## src/rtl/mpq_pkg.sv

```systemverilog
// Package for the max priority queue: capacity, widths, status codes and
// the command word that is broadcast to every storage cell. No dependencies.
package mpq_pkg;

  localparam int CAPACITY = 16;
  localparam int DATA_W   = 32;
  localparam int OCC_W    = 5;
  localparam int STAT_W   = 2;
  localparam int CNT_W    = $clog2(CAPACITY + 1);

  localparam logic [STAT_W-1:0] ST_OK    = 2'd0;
  localparam logic [STAT_W-1:0] ST_FULL  = 2'd1;
  localparam logic [STAT_W-1:0] ST_EMPTY = 2'd2;

  typedef struct packed {
    logic                     ins;
    logic                     rem;
    logic signed [DATA_W-1:0] value;
  } mpq_cmd_t;

endpackage

```

## src/rtl/mpq_cell.sv

```systemverilog
// One storage cell of the sorted queue row. It holds one word and its valid
// bit and trades words with its neighbors. Depends on mpq_pkg.
module mpq_cell
  import mpq_pkg::*;
(
  input  logic                     clk,
  input  logic                     rst_n,
  input  mpq_cmd_t                 cmd,
  input  logic signed [DATA_W-1:0] left_data,
  input  logic                     left_vld,
  input  logic                     left_ge,
  input  logic signed [DATA_W-1:0] right_data,
  input  logic                     right_vld,
  output logic signed [DATA_W-1:0] data,
  output logic                     vld,
  output logic                     ge
);

  logic signed [DATA_W-1:0] data_r, data_nxt;
  logic                     vld_r, vld_nxt;

  assign ge   = vld_r && ($signed(data_r) >= $signed(cmd.value));
  assign data = data_r;
  assign vld  = vld_r;

  always_comb begin
    data_nxt = data_r;
    vld_nxt  = vld_r;
    if (cmd.ins && !ge) begin
      if (left_ge) begin
        data_nxt = cmd.value;
        vld_nxt  = 1'b1;
      end else begin
        data_nxt = left_data;
        vld_nxt  = left_vld;
      end
    end else if (cmd.rem) begin
      data_nxt = right_data;
      vld_nxt  = right_vld;
    end
  end

  always_ff @(posedge clk) begin
    data_r <= data_nxt;
  end

  always_ff @(posedge clk) begin
    if (!rst_n) begin
      vld_r <= 1'b0;
    end else begin
      vld_r <= vld_nxt;
    end
  end

endmodule

```

## src/rtl/max_priority_queue_top.sv

```systemverilog
// Top level of the max priority queue: a row of sorted storage cells, the
// occupancy counter and the result register. Depends on mpq_pkg and mpq_cell.
//
// The queue keeps up to CAPACITY signed words in a row of cells sorted from
// highest at the head to lowest at the tail, with equal words in arrival
// order. An insert compares the new word against every cell at once and the
// cells below the insertion point shift one place toward the tail; a remove
// takes the head and every cell shifts one place toward the head. A new
// request is taken in every cycle while the result register is free or
// being read, and its result word appears in the cycle after acceptance.
// Reset empties the queue at once.
module max_priority_queue_top
  import mpq_pkg::*;
(
  input  logic                     clk,
  input  logic                     rst_n,
  input  logic                     in_valid,
  output logic                     in_ready,
  input  logic                     in_req_type,
  input  logic signed [DATA_W-1:0] in_data_in,
  output logic                     out_valid,
  input  logic                     out_ready,
  output logic signed [DATA_W-1:0] out_data_out,
  output logic [STAT_W-1:0]        out_status,
  output logic [OCC_W-1:0]         out_occupancy
);

  mpq_cmd_t                 cmd;
  logic signed [DATA_W-1:0] cell_data [CAPACITY];
  logic [CAPACITY-1:0]      cell_vld;
  logic [CAPACITY-1:0]      cell_ge;
  logic                     in_acc;
  logic                     full;
  logic                     empty;

  logic [CNT_W-1:0]         count_r, count_nxt;
  logic                     out_valid_r, out_valid_nxt;
  logic signed [DATA_W-1:0] data_out_r, data_out_nxt;
  logic [STAT_W-1:0]        status_r, status_nxt;
  logic [OCC_W-1:0]         occ_r, occ_nxt;

  assign in_ready = !out_valid_r || out_ready;
  assign in_acc   = in_valid && in_ready;
  assign full     = cell_vld[CAPACITY-1];
  assign empty    = !cell_vld[0];

  assign cmd.ins   = in_acc && !in_req_type && !full;
  assign cmd.rem   = in_acc && in_req_type && !empty;
  assign cmd.value = in_data_in;

  for (genvar i = 0; i < CAPACITY; i++) begin : g_cell
    logic signed [DATA_W-1:0] l_data, r_data;
    logic                     l_vld, l_ge, r_vld;

    if (i == 0) begin : g_head
      assign l_data = '0;
      assign l_vld  = 1'b1;
      assign l_ge   = 1'b1;
    end else begin : g_mid
      assign l_data = cell_data[i-1];
      assign l_vld  = cell_vld[i-1];
      assign l_ge   = cell_ge[i-1];
    end

    if (i == CAPACITY - 1) begin : g_tail
      assign r_data = '0;
      assign r_vld  = 1'b0;
    end else begin : g_body
      assign r_data = cell_data[i+1];
      assign r_vld  = cell_vld[i+1];
    end

    mpq_cell u_cell (
      .clk        (clk),
      .rst_n      (rst_n),
      .cmd        (cmd),
      .left_data  (l_data),
      .left_vld   (l_vld),
      .left_ge    (l_ge),
      .right_data (r_data),
      .right_vld  (r_vld),
      .data       (cell_data[i]),
      .vld        (cell_vld[i]),
      .ge         (cell_ge[i])
    );
  end

  always_comb begin
    count_nxt     = count_r;
    out_valid_nxt = out_valid_r && !out_ready;
    data_out_nxt  = data_out_r;
    status_nxt    = status_r;
    occ_nxt       = occ_r;
    if (cmd.ins) begin
      count_nxt = count_r + CNT_W'(1);
    end else if (cmd.rem) begin
      count_nxt = count_r - CNT_W'(1);
    end
    if (in_acc) begin
      out_valid_nxt = 1'b1;
      data_out_nxt  = cmd.rem ? cell_data[0] : '0;
      if (!in_req_type && full) begin
        status_nxt = ST_FULL;
      end else if (in_req_type && empty) begin
        status_nxt = ST_EMPTY;
      end else begin
        status_nxt = ST_OK;
      end
      occ_nxt = OCC_W'(count_nxt);
    end
  end

  always_ff @(posedge clk) begin
    if (!rst_n) begin
      count_r     <= '0;
      out_valid_r <= 1'b0;
    end else begin
      count_r     <= count_nxt;
      out_valid_r <= out_valid_nxt;
    end
  end

  always_ff @(posedge clk) begin
    data_out_r <= data_out_nxt;
    status_r   <= status_nxt;
    occ_r      <= occ_nxt;
  end

  assign out_valid     = out_valid_r;
  assign out_data_out  = data_out_r;
  assign out_status    = status_r;
  assign out_occupancy = occ_r;

  // The valid cells always form an unbroken run from the head, and the stored
  // words never rise from head toward tail.
  logic vld_prefix_ok;
  logic sorted_ok;

  always_comb begin
    vld_prefix_ok = 1'b1;
    sorted_ok     = 1'b1;
    for (int k = 1; k < CAPACITY; k++) begin
      if (cell_vld[k] && !cell_vld[k-1]) begin
        vld_prefix_ok = 1'b0;
      end
      if (cell_vld[k] && ($signed(cell_data[k]) > $signed(cell_data[k-1]))) begin
        sorted_ok = 1'b0;
      end
    end
  end

  a_vld_prefix : assert property (@(posedge clk) disable iff (!rst_n) vld_prefix_ok)
    else $error("valid cells do not form a run from the head");

  a_sorted : assert property (@(posedge clk) disable iff (!rst_n) sorted_ok)
    else $error("cell row is not sorted");

  a_count : assert property (@(posedge clk) disable iff (!rst_n)
    CNT_W'($countones(cell_vld)) == count_r)
    else $error("occupancy counter disagrees with the valid cells");

  a_remove_head : assert property (@(posedge clk) disable iff (!rst_n)
    (in_valid && in_ready && in_req_type && cell_vld[0]) |=>
      (out_valid && out_data_out == $past(cell_data[0]) && out_status == ST_OK))
    else $error("remove did not return the head word");

  a_status_code : assert property (@(posedge clk) disable iff (!rst_n)
    out_valid |-> (out_status == ST_OK || out_status == ST_FULL || out_status == ST_EMPTY))
    else $error("undefined status code");

endmodule

```

## config.mk

```make
export PLATFORM = sky130hd
export DESIGN_NAME = max_priority_queue_top
export DESIGN_NICKNAME = d
export VERILOG_FILES = /design/src/rtl/mpq_pkg.sv /design/src/rtl/mpq_cell.sv /design/src/rtl/max_priority_queue_top.sv
export SDC_FILE = /design/constraint.sdc
export NUM_CORES = 2
export LEC_CHECK = 0
export BUFFER_PORTS_ARGS = -buffer_cell sky130_fd_sc_hd__buf_4
export CAP_MARGIN = 5
export CORE_MARGIN = 2
export CORE_UTILIZATION = 40
export DETAILED_ROUTE_END_ITERATION = 8
export GPL_TIMING_DRIVEN = 0
export HOLD_SLACK_MARGIN = 0.05
export SLEW_MARGIN = 40
export SYNTH_ARGS = -nofsm -noshare
export SYNTH_HDL_FRONTEND = slang
export SYNTH_HIERARCHICAL = 1
export SYNTH_SLANG_ARGS = --single-unit
```

## constraint.sdc

```tcl
create_clock -name clk -period 13.65 [get_ports clk]
set_clock_uncertainty 0.15 [all_clocks]
set_input_delay 2.0475 -clock clk [delete_from_list [all_inputs] [get_ports clk]]
set_output_delay 2.0475 -clock clk [all_outputs]
set_load 0.03 [all_outputs]
```

==> results.tsv <==
metric	value	unit
power_density	101.9	mW/mm^2
worst_slew_pin_slew	0.8341	ns
grt_usage	17.21	%
end_kind	register	
critical_path.slowest_cell	clkbuf_1	
cts-buffers-inserted	72	
ys_warn_count	6	
pwr-share-clk	34.1	%
critPathBufInv	4	
hold_path.startpoint	count_r[4]	
power	5.419	mW
cts.reportedPaths.clkPinSlew	0.05	ns
clk_latency	0.63	ns
max_freq	184.9	MHz
synth_area	0.04763	mm^2
gp_routability_congestion	0.8241	
post-dp-hpwl	85850	um
postRouteAntennaNets	0	
multi_input_area	0.02759	mm^2
path_max_fanout	32	
antennaDiodeCount	0	
core-area	0.1181	mm^2
ff2ff_path_depth	10	
crit_path_cell_trace	buf_4, inv_1, ha_1, nand4_4, nor4_4, nor3b_2, nor4_4, nor2_1, clkbuf_1, clkbuf_1, mux2_2, mux2_4	
required	13.87	ns
rows	126	
crit_cells	12	
hold_viol	0	
cts_resized	0	
htreeDepth	3	
relSlewSlack	44.32	%
p_sw	1.542	mW
fillers	10800	
slowest_delay	0.53	ns
r2r_slack	9.63	ns
setup_viol_count_final	0	
synth.avg_cell_area	12.51	um^2
synthToLayoutAreaGrowth	11.62	%
grt_pass1_vias	30020	
wl_per_cell	18.69	um
min_period	5.407	ns
p_sw_share	28.46	%
drive_gt1_share	37.08	%
final_nets	4597	
grt_pass1_wl	166500	um
hold_buffers	0	
overflow	0	
rr_startpoint	g_cell[0].u_cell/data[31]	
start_kind	primary input	
pwr-share-seq	40.8	%
leakagePower	23.48	nW
status	completed	
die-area	0.1219	mm^2
crit_family	buffers and inverters	
p_comb_share	25.1	%
worstHoldEndpoint	count_r[4]	
cts_sinks	573	
drt-initial-drc-count	1277	
cts_setup_buffers	0	
vias	28670	
io_buffers	76	
drtPass1Iterations	5	
timing.hold.ws	0.3483	ns
antenna_found_initial	0	
rsz0062_at_grt	no	
routed_wl	105300	um
die_h	349.1	um
die_w	349.1	um
cap_viol_max_count	0	
root_buffer	clkbuf_16	
report.final.slew_viol_count	0	
holdCritPathClass	reg -> reg	
netlist_instances	3806	
drc	0	
worst-endpoint-arrival	5.63	ns
worstReg2RegEnd	g_cell[1].u_cell/data[27]	
boundaryPins	78	
grt_max_degree	58	
post-route-period-util	39.61	%
layout_commonest_cell	mux2_2	
routed_via_density	5.085	
worstSetupPathType	in -> reg	
layout_common_cells	mux2_2 (576), inv_1 (564), edfxtp_1 (551)	
cts_tree	yes	
peakVddDrop	0.00008886	V
finalSetupTns	0	ns
max-clock-path-buffers	3	
p_int	3.877	mW
initial_utilization	40.34	%
min_delay_path_depth	2	
seq_area	0.01699	mm^2
==> power groups by stage <==
stage	Sequential (mW)	Clock (mW)	Combinational, mW
5_1_grt	2.23	1.98	1.49
4_1_cts	2.21	1.91	1.37
6_report	2.21	1.85	1.36
3_3_place_gp	2.25	0	1.31
3_5_place_dp	2.25	0	1.37
2_1_floorplan	2.23	0	1.02
==> cell type report <==
class                   count  area share [%]
repair buffers            100           2.010
inverters                 566           3.998
clock inverters            32          0.3436
plain buffers             116           2.302
flip-flops and latches    573           31.95
clock buffers              98           3.881
well taps                1536           3.615
multi-input cells        2617           51.90
==> worst register-to-register path, stage by stage (launching register included) <==
cell      delay [ns]
edfxtp_1        0.47
ha_1            0.47
nand4_4         0.17
nor4_4          0.45
nor3b_2         0.35
nor4_4          0.11
nor2_1          0.12
clkbuf_1        0.31
clkbuf_1        0.48
mux2_2          0.43
mux2_4          0.27
==> registers in the layout, indices dropped and copies added (netlist names) <==
register / cells
count_r: 5
g_cell.u_cell/data: 512
g_cell.u_cell/vld: 16
out_data_out: 32
out_occupancy: 5
out_status: 2
out_valid: 1
==> metrics by stage <==
stage               std cells  area (um^2)  util (%)  worst slack (ns)
floorplan                3872        47880         -             4.670
global placement         5484        50370     42.66             2.560
detailed placement       5508        50920     43.12             7.572
CTS                      5638        53160     45.02             8.247
global route             5638        53160     45.02             8.040
finish                   5638        53160     45.02             8.243
==> metal layers <==
layer	share of wire [%]	global-route usage, %
met5	0	0
met4	2.2	4.196
met3	2.7	2.235
met2	49	30.41
met1	46	22.12
==> how the worst max path moves through the flow <==
stage / start / end / slack [ns]
after floorplan: out_ready / g_cell[0].u_cell/data[0] / 4.67
after global placement: out_ready / g_cell[7].u_cell/data[4] / 2.56
after detailed placement: in_data_in[30] / g_cell[5].u_cell/data[20] / 7.57
after CTS: in_data_in[30] / g_cell[5].u_cell/data[24] / 8.25
after global routing: in_data_in[30] / g_cell[8].u_cell/data[19] / 8.04
final: in_data_in[30] / g_cell[8].u_cell/data[19] / 8.24
Note: power is estimated with default switching activity, not from simulation.
